### src/owm_pkg.sv
`timescale 1ns / 1ps
// ----------------------------------------------------------------------------
// owm_pkg
// shared types, register map and defaults of the single-wire bus master
// ----------------------------------------------------------------------------
package owm_pkg;

    localparam int TICK_COUNT_WIDTH_DEF = 10;
    localparam int BITS_PER_BYTE        = 8;
    localparam int CFG_W                = 10;
    localparam int CFG_ADDR_W           = 5;
    localparam int APB_DATA_W           = 32;
    localparam int BIT_LEFT_W           = 4;

    // register indexes
    localparam logic [2:0] REG_RESET_LOW     = 3'd0;
    localparam logic [2:0] REG_PRESENCE_WAIT = 3'd1;
    localparam logic [2:0] REG_RESET_RECOVER = 3'd2;
    localparam logic [2:0] REG_START_LOW     = 3'd3;
    localparam logic [2:0] REG_WRITE_SLOT    = 3'd4;
    localparam logic [2:0] REG_READ_SAMPLE   = 3'd5;
    localparam logic [2:0] REG_READ_RECOVER  = 3'd6;

    // reset values
    localparam logic [CFG_W-1:0] RESET_LOW_DEF     = 10'd483;
    localparam logic [CFG_W-1:0] PRESENCE_WAIT_DEF = 10'd75;
    localparam logic [CFG_W-1:0] RESET_RECOVER_DEF = 10'd411;
    localparam logic [CFG_W-1:0] START_LOW_DEF     = 10'd2;
    localparam logic [CFG_W-1:0] WRITE_SLOT_DEF    = 10'd67;
    localparam logic [CFG_W-1:0] READ_SAMPLE_DEF   = 10'd19;
    localparam logic [CFG_W-1:0] READ_RECOVER_DEF  = 10'd19;

    typedef enum logic [1:0] {
        ACT_RESET = 2'd0,
        ACT_WRITE = 2'd1,
        ACT_READ  = 2'd2
    } action_t;

    typedef enum logic [3:0] {
        PH_IDLE        = 4'd0,
        PH_RST_LOW     = 4'd1,
        PH_RST_WAIT    = 4'd2,
        PH_RST_RECOVER = 4'd3,
        PH_WR_START    = 4'd4,
        PH_WR_HOLD     = 4'd5,
        PH_RD_START    = 4'd6,
        PH_RD_WAIT     = 4'd7,
        PH_RD_RECOVER  = 4'd8
    } phase_t;

    typedef struct packed {
        logic [CFG_W-1:0] reset_low_ticks;
        logic [CFG_W-1:0] presence_wait_ticks;
        logic [CFG_W-1:0] reset_recover_ticks;
        logic [CFG_W-1:0] start_low_ticks;
        logic [CFG_W-1:0] write_slot_ticks;
        logic [CFG_W-1:0] read_sample_ticks;
        logic [CFG_W-1:0] read_recover_ticks;
    } cfg_t;

    typedef struct packed {
        logic       start_req;
        logic [1:0] action;
        logic [7:0] write_byte;
        logic       line_in;
    } item_t;

    typedef struct packed {
        logic       drive_low;
        logic       busy_res;
        logic       done_res;
        logic [7:0] read_byte;
    } res_t;

endpackage

### src/owm_if.sv
`timescale 1ns / 1ps
// ----------------------------------------------------------------------------
// owm_tick_if / owm_status_if
// valid/ready channels for bus ticks and status results
// ----------------------------------------------------------------------------
interface owm_tick_if;
    logic       valid;
    logic       ready;
    logic       start_req;
    logic [1:0] action;
    logic [7:0] write_byte;
    logic       line_in;

    modport source (output valid, start_req, action, write_byte, line_in, input ready);
    modport sink   (input valid, start_req, action, write_byte, line_in, output ready);
endinterface

interface owm_status_if;
    logic       valid;
    logic       ready;
    logic       drive_low;
    logic       busy_res;
    logic       done_res;
    logic [7:0] read_byte;

    modport source (output valid, drive_low, busy_res, done_res, read_byte, input ready);
    modport sink   (input valid, drive_low, busy_res, done_res, read_byte, output ready);
endinterface

### src/owm_cfg.sv
`timescale 1ns / 1ps
// ----------------------------------------------------------------------------
// owm_cfg
// apb register file holding the seven slot timing registers
// ----------------------------------------------------------------------------
module owm_cfg
    import owm_pkg::*;
(
    input  logic                  clk,
    input  logic                  rst_n,
    input  logic                  psel,
    input  logic                  penable,
    input  logic                  pwrite,
    input  logic [CFG_ADDR_W-1:0] paddr,
    input  logic [APB_DATA_W-1:0] pwdata,
    output logic [APB_DATA_W-1:0] prdata,
    output logic                  pready,
    output cfg_t                  cfg
);

    cfg_t             cfg_reg;
    cfg_t             cfg_next;
    logic             wr_en;
    logic [2:0]       reg_idx;
    logic [CFG_W-1:0] wdata;
    logic [CFG_W-1:0] rdata;

    assign pready  = 1'b1;
    assign wr_en   = psel && penable && pwrite;
    assign reg_idx = paddr[4:2];
    assign wdata   = pwdata[CFG_W-1:0];

    always_comb
    begin
        cfg_next = cfg_reg;
        if (wr_en)
        begin
            case (reg_idx)
                REG_RESET_LOW:     cfg_next.reset_low_ticks     = wdata;
                REG_PRESENCE_WAIT: cfg_next.presence_wait_ticks = wdata;
                REG_RESET_RECOVER: cfg_next.reset_recover_ticks = wdata;
                REG_START_LOW:     cfg_next.start_low_ticks     = wdata;
                REG_WRITE_SLOT:    cfg_next.write_slot_ticks    = wdata;
                REG_READ_SAMPLE:   cfg_next.read_sample_ticks   = wdata;
                REG_READ_RECOVER:  cfg_next.read_recover_ticks  = wdata;
                default:           cfg_next = cfg_reg;
            endcase
        end
    end

    always_comb
    begin
        case (reg_idx)
            REG_RESET_LOW:     rdata = cfg_reg.reset_low_ticks;
            REG_PRESENCE_WAIT: rdata = cfg_reg.presence_wait_ticks;
            REG_RESET_RECOVER: rdata = cfg_reg.reset_recover_ticks;
            REG_START_LOW:     rdata = cfg_reg.start_low_ticks;
            REG_WRITE_SLOT:    rdata = cfg_reg.write_slot_ticks;
            REG_READ_SAMPLE:   rdata = cfg_reg.read_sample_ticks;
            REG_READ_RECOVER:  rdata = cfg_reg.read_recover_ticks;
            default:           rdata = '0;
        endcase
    end

    assign prdata = APB_DATA_W'(rdata);
    assign cfg    = cfg_reg;

    always_ff @(posedge clk or negedge rst_n)
    begin
        if (!rst_n)
        begin
            cfg_reg.reset_low_ticks     <= RESET_LOW_DEF;
            cfg_reg.presence_wait_ticks <= PRESENCE_WAIT_DEF;
            cfg_reg.reset_recover_ticks <= RESET_RECOVER_DEF;
            cfg_reg.start_low_ticks     <= START_LOW_DEF;
            cfg_reg.write_slot_ticks    <= WRITE_SLOT_DEF;
            cfg_reg.read_sample_ticks   <= READ_SAMPLE_DEF;
            cfg_reg.read_recover_ticks  <= READ_RECOVER_DEF;
        end
        else
        begin
            cfg_reg <= cfg_next;
        end
    end

endmodule

### src/owm_engine.sv
`timescale 1ns / 1ps
// ----------------------------------------------------------------------------
// owm_engine
// phase sequencer: one tick per step, tick counter, bit shifter, read holder
// ----------------------------------------------------------------------------
module owm_engine
    import owm_pkg::*;
#(
    parameter int TICK_COUNT_WIDTH = TICK_COUNT_WIDTH_DEF
)
(
    input  logic  clk,
    input  logic  rst_n,
    input  logic  step,
    input  item_t item,
    input  cfg_t  cfg,
    output res_t  res
);

    localparam int TCW  = TICK_COUNT_WIDTH;
    localparam int CMPW = (TCW > CFG_W) ? TCW : CFG_W;
    localparam logic [TCW-1:0] TC_MAX = {TCW{1'b1}};
    localparam logic [TCW-1:0] TC_ONE = TCW'(1);

    phase_t                phase_reg,   phase_next;
    logic [TCW-1:0]        tc_reg,      tc_next;
    logic [BIT_LEFT_W-1:0] bit_left_reg, bit_left_next;
    logic [7:0]            shift_reg,   shift_next;
    action_t               action_reg,  action_next;
    logic [7:0]            hold_reg,    hold_next;
    logic                  done;
    logic [CFG_W-1:0]      len;
    logic                  expired;
    logic [BIT_LEFT_W-1:0] bit_left_dec;

    always_comb
    begin
        case (phase_reg)
            PH_RST_LOW:     len = cfg.reset_low_ticks;
            PH_RST_WAIT:    len = cfg.presence_wait_ticks;
            PH_RST_RECOVER: len = cfg.reset_recover_ticks;
            PH_WR_START:    len = cfg.start_low_ticks;
            PH_RD_START:    len = cfg.start_low_ticks;
            PH_WR_HOLD:     len = cfg.write_slot_ticks;
            PH_RD_WAIT:     len = cfg.read_sample_ticks;
            PH_RD_RECOVER:  len = cfg.read_recover_ticks;
            default:        len = CFG_W'(1);
        endcase
    end

    assign expired      = (CMPW'(tc_reg) >= CMPW'(len)) || (tc_reg == TC_MAX);
    assign bit_left_dec = bit_left_reg - BIT_LEFT_W'(1);

    always_comb
    begin
        phase_next    = phase_reg;
        tc_next       = tc_reg;
        bit_left_next = bit_left_reg;
        shift_next    = shift_reg;
        action_next   = action_reg;
        hold_next     = hold_reg;
        done          = 1'b0;

        case (phase_reg)
            PH_RST_LOW, PH_RST_WAIT, PH_RST_RECOVER, PH_WR_START,
            PH_WR_HOLD, PH_RD_START, PH_RD_WAIT, PH_RD_RECOVER:
            begin
                if (!expired)
                begin
                    tc_next = tc_reg + TC_ONE;
                end
                else
                begin
                    tc_next = TC_ONE;
                    case (phase_reg)
                        PH_RST_LOW:  phase_next = PH_RST_WAIT;
                        PH_RST_WAIT: phase_next = item.line_in ? PH_RST_LOW : PH_RST_RECOVER;
                        PH_WR_START: phase_next = PH_WR_HOLD;
                        PH_WR_HOLD:
                        begin
                            shift_next    = {1'b0, shift_reg[7:1]};
                            bit_left_next = bit_left_dec;
                            phase_next    = PH_WR_START;
                            if (bit_left_dec == '0)
                            begin
                                phase_next = PH_IDLE;
                                tc_next    = '0;
                                done       = 1'b1;
                            end
                        end
                        PH_RD_START: phase_next = PH_RD_WAIT;
                        PH_RD_WAIT:
                        begin
                            shift_next = {item.line_in, shift_reg[7:1]};
                            phase_next = PH_RD_RECOVER;
                        end
                        PH_RD_RECOVER:
                        begin
                            bit_left_next = bit_left_dec;
                            phase_next    = PH_RD_START;
                            if (bit_left_dec == '0)
                            begin
                                hold_next  = shift_reg;
                                phase_next = PH_IDLE;
                                tc_next    = '0;
                                done       = 1'b1;
                            end
                        end
                        default:
                        begin
                            // reset recovery over
                            phase_next = PH_IDLE;
                            tc_next    = '0;
                            done       = 1'b1;
                        end
                    endcase
                end
            end
            default:
            begin
                phase_next = PH_IDLE;
                if (item.start_req)
                begin
                    case (item.action)
                        ACT_RESET:
                        begin
                            action_next   = ACT_RESET;
                            bit_left_next = BIT_LEFT_W'(BITS_PER_BYTE);
                            shift_next    = '0;
                            phase_next    = PH_RST_LOW;
                            tc_next       = TC_ONE;
                        end
                        ACT_WRITE:
                        begin
                            action_next   = ACT_WRITE;
                            bit_left_next = BIT_LEFT_W'(BITS_PER_BYTE);
                            shift_next    = item.write_byte;
                            phase_next    = PH_WR_START;
                            tc_next       = TC_ONE;
                        end
                        ACT_READ:
                        begin
                            action_next   = ACT_READ;
                            bit_left_next = BIT_LEFT_W'(BITS_PER_BYTE);
                            shift_next    = '0;
                            phase_next    = PH_RD_START;
                            tc_next       = TC_ONE;
                        end
                        default:
                        begin
                            phase_next = PH_IDLE;
                        end
                    endcase
                end
            end
        endcase
    end

    always_comb
    begin
        case (phase_next)
            PH_RST_LOW, PH_WR_START, PH_RD_START: res.drive_low = 1'b1;
            PH_WR_HOLD:                           res.drive_low = ~shift_next[0];
            default:                              res.drive_low = 1'b0;
        endcase
        res.busy_res  = (phase_next != PH_IDLE);
        res.done_res  = done;
        res.read_byte = hold_next;
    end

    always_ff @(posedge clk or negedge rst_n)
    begin
        if (!rst_n)
        begin
            phase_reg    <= PH_IDLE;
            tc_reg       <= '0;
            bit_left_reg <= '0;
            shift_reg    <= '0;
            action_reg   <= ACT_RESET;
            hold_reg     <= '0;
        end
        else if (step)
        begin
            phase_reg    <= phase_next;
            tc_reg       <= tc_next;
            bit_left_reg <= bit_left_next;
            shift_reg    <= shift_next;
            action_reg   <= action_next;
            hold_reg     <= hold_next;
        end
    end

    a_write_phase_action : assert property (@(posedge clk) disable iff (!rst_n)
        (phase_reg == PH_WR_START || phase_reg == PH_WR_HOLD) |-> action_reg == ACT_WRITE)
        else $error("write slot running without a latched write command");

    a_busy_count_nonzero : assert property (@(posedge clk) disable iff (!rst_n)
        (phase_reg != PH_IDLE) |-> tc_reg != '0)
        else $error("tick counter zero inside a timed phase");

    a_bit_left_range : assert property (@(posedge clk) disable iff (!rst_n)
        (phase_reg != PH_IDLE) |-> (bit_left_reg != '0 &&
                                    bit_left_reg <= BIT_LEFT_W'(BITS_PER_BYTE)))
        else $error("bit counter out of range during a command");

    a_done_to_idle : assert property (@(posedge clk) disable iff (!rst_n)
        (step && done) |=> phase_reg == PH_IDLE)
        else $error("sequencer not idle after finishing a command");

    a_hold_without_step : assert property (@(posedge clk) disable iff (!rst_n)
        !step |=> ($stable(phase_reg) && $stable(tc_reg) && $stable(hold_reg)))
        else $error("sequencer state moved without a tick");

endmodule

### src/one_wire_bus_master_core.sv
`timescale 1ns / 1ps
// ----------------------------------------------------------------------------
// one_wire_bus_master_core
// single-wire bus master: one tick transfer in, one status transfer out
//
//   channel   dir  handshake        payload
//   tick      in   valid / ready    start_req, action, write_byte, line_in
//   status    out  valid / ready    drive_low, busy_res, done_res, read_byte
//   apb       in   psel / penable   paddr, pwdata, prdata (pready tied high)
//
// one tick per clock unless status stalls; tick -> input reg -> status reg
// the sequencer step (phase, counter, shifter) is one registered pass
// reset clears control state and loads the timing register defaults
// a stalled status holds; the input register absorbs one more tick
// ----------------------------------------------------------------------------
module one_wire_bus_master_core
    import owm_pkg::*;
#(
    parameter int TICK_COUNT_WIDTH = TICK_COUNT_WIDTH_DEF
)
(
    input  logic                  clk,
    input  logic                  rst_n,
    owm_tick_if.sink              tick,
    owm_status_if.source          status,
    input  logic                  psel,
    input  logic                  penable,
    input  logic                  pwrite,
    input  logic [CFG_ADDR_W-1:0] paddr,
    input  logic [APB_DATA_W-1:0] pwdata,
    output logic [APB_DATA_W-1:0] prdata,
    output logic                  pready
);

    cfg_t  cfg;
    logic  in_valid_reg, in_valid_next;
    item_t in_item_reg;
    logic  out_valid_reg, out_valid_next;
    res_t  out_res_reg;
    res_t  res;
    logic  step;
    logic  take;

    owm_cfg u_cfg (
        .clk     (clk),
        .rst_n   (rst_n),
        .psel    (psel),
        .penable (penable),
        .pwrite  (pwrite),
        .paddr   (paddr),
        .pwdata  (pwdata),
        .prdata  (prdata),
        .pready  (pready),
        .cfg     (cfg)
    );

    owm_engine #(
        .TICK_COUNT_WIDTH (TICK_COUNT_WIDTH)
    ) u_engine (
        .clk   (clk),
        .rst_n (rst_n),
        .step  (step),
        .item  (in_item_reg),
        .cfg   (cfg),
        .res   (res)
    );

    assign step       = in_valid_reg && (!out_valid_reg || status.ready);
    assign tick.ready = !in_valid_reg || step;
    assign take       = tick.valid && tick.ready;

    always_comb
    begin
        in_valid_next = in_valid_reg;
        if (take)
        begin
            in_valid_next = 1'b1;
        end
        else if (step)
        begin
            in_valid_next = 1'b0;
        end

        out_valid_next = out_valid_reg;
        if (step)
        begin
            out_valid_next = 1'b1;
        end
        else if (status.ready)
        begin
            out_valid_next = 1'b0;
        end
    end

    always_ff @(posedge clk or negedge rst_n)
    begin
        if (!rst_n)
        begin
            in_valid_reg  <= 1'b0;
            out_valid_reg <= 1'b0;
        end
        else
        begin
            in_valid_reg  <= in_valid_next;
            out_valid_reg <= out_valid_next;
        end
    end

    always_ff @(posedge clk)
    begin
        if (take)
        begin
            in_item_reg.start_req  <= tick.start_req;
            in_item_reg.action     <= tick.action;
            in_item_reg.write_byte <= tick.write_byte;
            in_item_reg.line_in    <= tick.line_in;
        end
        if (step)
        begin
            out_res_reg <= res;
        end
    end

    assign status.valid     = out_valid_reg;
    assign status.drive_low = out_res_reg.drive_low;
    assign status.busy_res  = out_res_reg.busy_res;
    assign status.done_res  = out_res_reg.done_res;
    assign status.read_byte = out_res_reg.read_byte;

endmodule
### src/flat_wrapper.sv
// flat-port wrapper written by rule: the top's interface ports become plain ports
module one_wire_bus_master_core_flat import owm_pkg::*;
#(
    parameter int TICK_COUNT_WIDTH = TICK_COUNT_WIDTH_DEF
)
  (clk, rst_n, psel, penable, pwrite, paddr, pwdata, prdata, pready, tick_valid, tick_start_req, tick_action, tick_write_byte, tick_line_in, tick_ready, status_valid, status_drive_low, status_busy_res, status_done_res, status_read_byte, status_ready);
  owm_tick_if tick_i ();
  owm_status_if status_i ();
  input  logic clk;
  input  logic rst_n;
  input  logic psel;
  input  logic penable;
  input  logic pwrite;
  input  logic [CFG_ADDR_W-1:0] paddr;
  input  logic [APB_DATA_W-1:0] pwdata;
  output logic [APB_DATA_W-1:0] prdata;
  output logic pready;
  input wire logic [$bits(tick_i.valid)-1:0] tick_valid;
  input wire logic [$bits(tick_i.start_req)-1:0] tick_start_req;
  input wire logic [$bits(tick_i.action)-1:0] tick_action;
  input wire logic [$bits(tick_i.write_byte)-1:0] tick_write_byte;
  input wire logic [$bits(tick_i.line_in)-1:0] tick_line_in;
  output wire logic [$bits(tick_i.ready)-1:0] tick_ready;
  output wire logic [$bits(status_i.valid)-1:0] status_valid;
  output wire logic [$bits(status_i.drive_low)-1:0] status_drive_low;
  output wire logic [$bits(status_i.busy_res)-1:0] status_busy_res;
  output wire logic [$bits(status_i.done_res)-1:0] status_done_res;
  output wire logic [$bits(status_i.read_byte)-1:0] status_read_byte;
  input wire logic [$bits(status_i.ready)-1:0] status_ready;
  assign tick_i.valid = tick_valid;
  assign tick_i.start_req = tick_start_req;
  assign tick_i.action = tick_action;
  assign tick_i.write_byte = tick_write_byte;
  assign tick_i.line_in = tick_line_in;
  assign tick_ready = tick_i.ready;
  assign status_valid = status_i.valid;
  assign status_drive_low = status_i.drive_low;
  assign status_busy_res = status_i.busy_res;
  assign status_done_res = status_i.done_res;
  assign status_read_byte = status_i.read_byte;
  assign status_i.ready = status_ready;
  one_wire_bus_master_core #(.TICK_COUNT_WIDTH(TICK_COUNT_WIDTH)) u_core (.clk(clk), .rst_n(rst_n), .tick(tick_i), .status(status_i), .psel(psel), .penable(penable), .pwrite(pwrite), .paddr(paddr), .pwdata(pwdata), .prdata(prdata), .pready(pready));
endmodule
### config.mk
export PLATFORM = sky130hd
export DESIGN_NAME = one_wire_bus_master_core_flat
export DESIGN_NICKNAME = d
export VERILOG_FILES = /design/src/owm_pkg.sv /design/src/owm_if.sv /design/src/owm_cfg.sv /design/src/owm_engine.sv /design/src/one_wire_bus_master_core.sv /design/src/flat_wrapper.sv
export SDC_FILE = /design/constraint.sdc
export NUM_CORES = 1
export LEC_CHECK = 0
export BUFFER_PORTS_ARGS = -buffer_cell sky130_fd_sc_hd__buf_2
export CAP_MARGIN = 20
export CORE_MARGIN = 2
export CORE_UTILIZATION = 52
export CTS_CLUSTER_DIAMETER = 30
export CTS_CLUSTER_SIZE = 24
export DETAILED_ROUTE_END_ITERATION = 10
export GPL_TIMING_DRIVEN = 0
export PLACE_DENSITY = 0.76
export SYNTH_ARGS = -nofsm -noshare
export SYNTH_HDL_FRONTEND = slang
export SYNTH_SLANG_ARGS = --single-unit
### constraint.sdc
create_clock -name clk -period 3.7 [get_ports clk]
set_input_delay 0.74 -clock clk [delete_from_list [all_inputs] [get_ports clk]]
set_output_delay 0.74 -clock clk [all_outputs]
set_load 0.02 [all_outputs]
# After elaboration in Yosys (flattened, before gate mapping)
# Cells that the tools add are included.
# totals
out_inout_bits,46
wordCells,124
reg_bits,129
# op_classes
bitwise_logic,1
reduce_logical,36
mux,37
n_eq_ne,24
magnitude_cmp,1
addsub,2
# ops
cell,n
10-bit case mux with 7 select lines,2
8-bit two-way mux,7
10-bit two-way mux,4
8-bit case mux with 2 select lines,2
"4-bit by 3-bit equality test with 1-bit output, second input constant",7
4-bit two-way mux,7
4-bit case mux with 7 select lines,1
2-bit AND reduction,8
"10-bit by 1-bit adder with 10-bit output, second input constant",1
"10-bit equality test, second input constant",1
10-bit greater-or-equal comparator,1
5-bit AND reduction,2
"3-bit equality test, second input constant",3
3-bit two-way mux,3
3-bit case mux with 3 select lines,1
"4-bit by 1-bit equality test with 1-bit output, second input constant",2
"4-bit by 2-bit equality test with 1-bit output, second input constant",2
2-bit nonzero test,4
8-bit OR reduction,1
"3-bit by 2-bit equality test with 1-bit output, second input constant",2
1-bit two-way mux,6
1-bit case mux with 2 select lines,3
2-bit OR reduction,3
3-bit OR reduction,2
19 further kinds,26

# Depth between registers and ports, before layout
# depth
depth_word,10
ltp_mapped,18
mapped_depth_nobuf,15

# Cells and area by module
# From an unflattened synthesis, not the netlist that was laid out.
# unflattened
hier_cells,616
hier_area_um2,7183.1
# by_module_without_submodules
module,seq_area_each_um2,instances,area_per_inst_um2,cells_per_inst
owm_cfg,1784.2,1,3533.4,264
owm_engine,850.8,1,2855.2,321
one_wire_bus_master_core,740.7,1,794.5,31

# Worst setup path after synthesis
# OpenSTA, ideal clock, no wires.
# synth_timing
path_kind,flip-flop to flip-flop
start,register u_core.u_engine.phase_reg[0]
end,"register u_core.out_res_reg, in the netlist u_core.status.drive_low (data pin)"
n_path_buf,3
path_stages_with_launch,15
setup_slack_ns,0.072
t_required_ns,3.571
setup_ns,0.129
t_arrival_ns,3.499
cell_sequence,dfrtp_1 -> buf_2 -> nor4b_1 -> clkbuf_1 -> a21oi_1 -> o21ai_0 -> a21oi_1 -> ha_1 -> nand3_1 -> o31a_1 -> o21a_1 -> buf_6 -> or4_4 -> a311oi_1 -> a211o_1
# synth_rtl
element,line_no,source
start: declaration,owm_engine.sv:25,"phase_t phase_reg, phase_next;"
start signal: assignment,owm_engine.sv:184,phase_reg <= phase_next;
end signal: assignment,one_wire_bus_master_core.sv:120,out_res_reg <= res;
end: declaration,one_wire_bus_master_core.sv:39,res_t out_res_reg;

==> metrics.md <==
| Metric | Value |
|---|---|
| Highest clock frequency the design can meet | `276 MHz` |
| Number of DRC violations after detailed routing | `0` |
| Clock transition time at the flip-flop clock pins of the worst setup and hold paths | `60 ps` |
| Final #Nets | `827` |
| Violation count after the first detailed-route iteration | `472` |
| Fraction of met3 tracks used by global routing | `5.87%` |
| Area added between synthesis and finish | `20.6%` |
| Aggregate global routing overflow | `0` |
| Leakage power summed over all cells | `3.80 nW` |
| Adder-cell share of the synthesized area | `3.16%` |
| Number of H-tree branching levels | `4` |
| Clock buffer count from CTS | `17` |
| Root buffer selected by CTS | `sky130_fd_sc_hd__clkbuf_16` |
| Total setup violations reported at the end of the flow | `0` |
| DR vias | `5729` |
| Number of flip-flops under the largest register name | `70` |
| Met1 Track Usage GR | `31.4%` |
| Crit Path Class | `reg2reg` |
| Startpoint Class | `register` |
| Final period utilization | `98.0%` |
| Dominant combinational cell family by area after synthesis | `multiplexers` |
| P per Cell Area | `708 nW/um^2` |
| CP Buf/Inv Count | `2` |
| Relative slew margins | `39.9%` |
| Global-route wire length before repair | `29000 um` |
| Complex-gate fraction of the synthesized area | `13.2%` |
| Transition time at the pin with the least slew margin | `901 ps` |
| Synthesized netlist cell count | `645` |
| EDFF count, synth | `23` |
| Total number of clock tree sinks | `129` |
| Data arrival time of the critical path | `3920 ps` |
| Global routing's busiest layer | `met2` |
| Fraction of layout instances using a drive strength above 1 | `38.0%` |
| Antenna violations before repair | `0` |
| Cell type group with the largest total delay on the critical path | `compound AO/OA/AOI/OAI gates` |
| Xor-xnor portion of the synthesized cell area | `0.246%` |
| Largest net degree at the start of global routing | `56` |
| Simple-gate share of the synthesized area | `10.3%` |
| Antenna cells | `0` |
| Clock tree from TritonCTS | `built` |
| Ys Warns | `0` |
| PortBufs | `54` |
| Y dimension of the die | `121 um` |
| Post-detailed-route count of antenna-violating nets | `0` |
| Biggest fanout along the worst timing path | `10` |
| Crit path max-delay cell type | `sky130_fd_sc_hd__or4_4` |
| Worst endpoint required time | `3990 ps` |
| Number of global-route vias before repair | `5676` |
| # Max-Cap Violations | `0` |
| Average footprint of a synthesized cell | `11.1 sq um` |
| Buffers from clock root to sink, at most | `2` |
| Multiplexer share of the synthesized area | `20.6%` |
| Post-route minimum period | `3620 ps` |
| Insertion delay of the later-clocked pin in the worst-skew pair | `430 ps` |
| Hold Crit Class | `in2async` |
| Setup repair after global routing missed its margin | `yes` |
| Placed cell areas | `7740 sq um` |
| Ports | `102` |
| Run status | `finished clean` |
| Dpl hpwl | `12000 um` |
| Maximum VDD drop | `0.000569 V` |
| Vias per Instance | `6.08` |
| Global routing met2 resource utilization | `43.0%` |
| Placeable core region | `13300 sq um` |
| CP endpoint kind | `register` |
| Final std cell area, no fill | `8600 sq um` |
| Critical path cell sequence | `buf_6, nor2_4, a22oi_1, nor2_1, a21oi_1, o21ai_0, a21oi_1, ha_1, nand3_1, o31a_1, o21a_1, buf_6, or4_4, a311oi_1, a211o_1` |
| Floorplan row count | `42` |
| Floorplan die area | `14700 sq um` |
| Finished Core Util | `64.7%` |
| Dominant register cell in the synthesized netlist | `sky130_fd_sc_hd__dfrtp_1` |
| First-pass detailed-route iteration total | `5` |
| Mapped cell area | `7130 sq um` |
| Flops & latches, synth | `129` |
| Max-slew violation total from the final report | `0` |
| WL final | `18200 um` |
| Wire length per cell after detailed routing | `19.3 um` |
| Die extent in x | `121 um` |
| Fraction of registers with async set/reset | `82.2%` |
| Final number of hold-violating endpoints | `0` |
| Register area share after synthesis | `47.3%` |
| Delay of the slowest cell on the worst path | `480 ps` |
| GR Util All Layers | `25.8%` |
| Post-synthesis cell type count | `67` |
| Maximum clock skew at final layout | `8.84 ps` |
| Final estimated routing congestion in global placement | `0.843` |
| Starting density of the core | `53.6%` |
-- cell families after synthesis --
| family | count (synthesis) |
|---|---|
| adder cells (fa/ha/maj) | 18 |
| buffers and inverters | 65 |
| multiplexers | 123 |
| other | 2 |
| XOR/XNOR | 2 |
| AND/OR/NAND/NOR | 152 |
| flip-flops | 129 |
| AO/OA/AOI/OAI | 154 |
-- area by class of cell --
cell class,instances,area [sq um]
timing repair buffer,70,424
tap,176,220
buffer,50,345
multi-input combinational,472,3560
clock buffer,18,450
inverter,13,48.8
clock inverter,14,174
fill,997,4700
sequential,129,3380
-- power breakdown --
group | internal, mW | switching (mW)
registers | 1.75 | 0.222
logic | 0.970 | 1.37
clock network | 1.11 | 0.665
-- synth_stat cells (3+ instances only) --
cell type,instances,area (sq um)
sky130_fd_sc_hd__dfrtp_1,80,2000
sky130_fd_sc_hd__or3_1,3,18.8
sky130_fd_sc_hd__o31ai_1,5,37.5
sky130_fd_sc_hd__a21oi_1,50,250
sky130_fd_sc_hd__a22o_1,6,52.6
sky130_fd_sc_hd__mux2_2,88,991
sky130_fd_sc_hd__buf_1,6,22.5
sky130_fd_sc_hd__nand2_1,43,161
sky130_fd_sc_hd__nand2b_1,12,75.1
sky130_fd_sc_hd__buf_4,23,173
sky130_fd_sc_hd__o21ai_0,46,230
sky130_fd_sc_hd__inv_1,11,41.3
sky130_fd_sc_hd__mux2i_1,19,190
sky130_fd_sc_hd__buf_6,3,33.8
sky130_fd_sc_hd__nor3_1,3,15.0
sky130_fd_sc_hd__nand3_1,12,60.1
sky130_fd_sc_hd__a31oi_1,6,37.5
sky130_fd_sc_hd__dfstp_2,26,683
sky130_fd_sc_hd__ha_1,18,225
sky130_fd_sc_hd__mux4_2,7,158
sky130_fd_sc_hd__edfxtp_1,23,691
sky130_fd_sc_hd__nor2_1,48,180
sky130_fd_sc_hd__buf_2,4,20.0
sky130_fd_sc_hd__o21a_1,3,22.5
sky130_fd_sc_hd__a22oi_1,11,82.6
sky130_fd_sc_hd__nor2b_1,9,56.3
sky130_fd_sc_hd__mux2_4,8,120
sky130_fd_sc_hd__and3_1,4,25.0
sky130_fd_sc_hd__o211ai_1,5,37.5
sky130_fd_sc_hd__o21ai_1,3,15.0
sky130_fd_sc_hd__nand4_1,3,18.8
sky130_fd_sc_hd__clkbuf_1,16,60.1
-- final timing paths --
kind	start	endpoint	slack, ps	cells after the start
max	u_core.u_engine.phase_reg[1]	u_core.status.drive_low	80	15
min	rst_n	u_core.u_cfg.cfg[36]	350	1
max reg2reg	u_core.u_engine.phase_reg[1]	u_core.status.drive_low	80	15
min reg2reg	u_core.in_valid_reg	u_core.status.valid	500	1
max in group asynchronous	rst_n	u_core.u_cfg.cfg[67]	2620	2
min in group clk	tick_write_byte[7]	u_core.in_item_reg[8]	490	1
-- per-stage QoR --
step / TNS [ps] / setup WS [ps] / instances / hold slack, ps / power [mW]
after floorplan: 0 / 72.1 / 666 / 444 / 3.42
after global placement: -25720 / -809 / 896 / 474 / 3.91
after detailed placement: -29450 / -903 / 898 / 490 / 4.01
after CTS: 0 / 16.6 / 934 / 367 / 5.89
after global routing: -1100 / -104 / 942 / 398 / 6.39
final: 0 / 75.1 / 942 / 352 / 6.09
-- placed cells by master (no fill, tap or decap), types with 6 or more instances in the layout --
cell and n:
sky130_fd_sc_hd__buf_6 9, sky130_fd_sc_hd__mux4_2 7, sky130_fd_sc_hd__buf_4 37, sky130_fd_sc_hd__dfstp_2 26, sky130_fd_sc_hd__nand2b_1 12, sky130_fd_sc_hd__nor2b_1 9, sky130_fd_sc_hd__clkbuf_1 8, sky130_fd_sc_hd__a31oi_1 6
sky130_fd_sc_hd__nand2_1 43, sky130_fd_sc_hd__a22oi_1 11, sky130_fd_sc_hd__o21ai_0 45, sky130_fd_sc_hd__nand3_1 12, sky130_fd_sc_hd__buf_2 56, sky130_fd_sc_hd__clkbuf_16 18, sky130_fd_sc_hd__ha_1 18, sky130_fd_sc_hd__a22o_1 6
sky130_fd_sc_hd__conb_1 23, sky130_fd_sc_hd__mux2_4 8, sky130_fd_sc_hd__inv_1 11, sky130_fd_sc_hd__nor2_1 46, sky130_fd_sc_hd__mux2i_1 19, sky130_fd_sc_hd__edfxtp_1 23, sky130_fd_sc_hd__dfrtp_1 79, sky130_fd_sc_hd__a21oi_1 47
sky130_fd_sc_hd__mux2_2 88
-- metal layers --
metal | routed length [um] | vias to the layer above
met5 | 0 | -
met4 | 604 | 0
met3 | 1390 | 65
met2 | 8990 | 275
met1 | 7200 | 2851
li1 | - | 2538
-- timing repair --
action / in CTS / in global routing
hold buffers: 0 / 0
pin swaps: 2 / 5
setup endpoints to repair: 45 / 36
buffers inserted: 5 / 6
resized for setup: 25 / 13
Note: power is estimated with default switching activity, not from simulation.
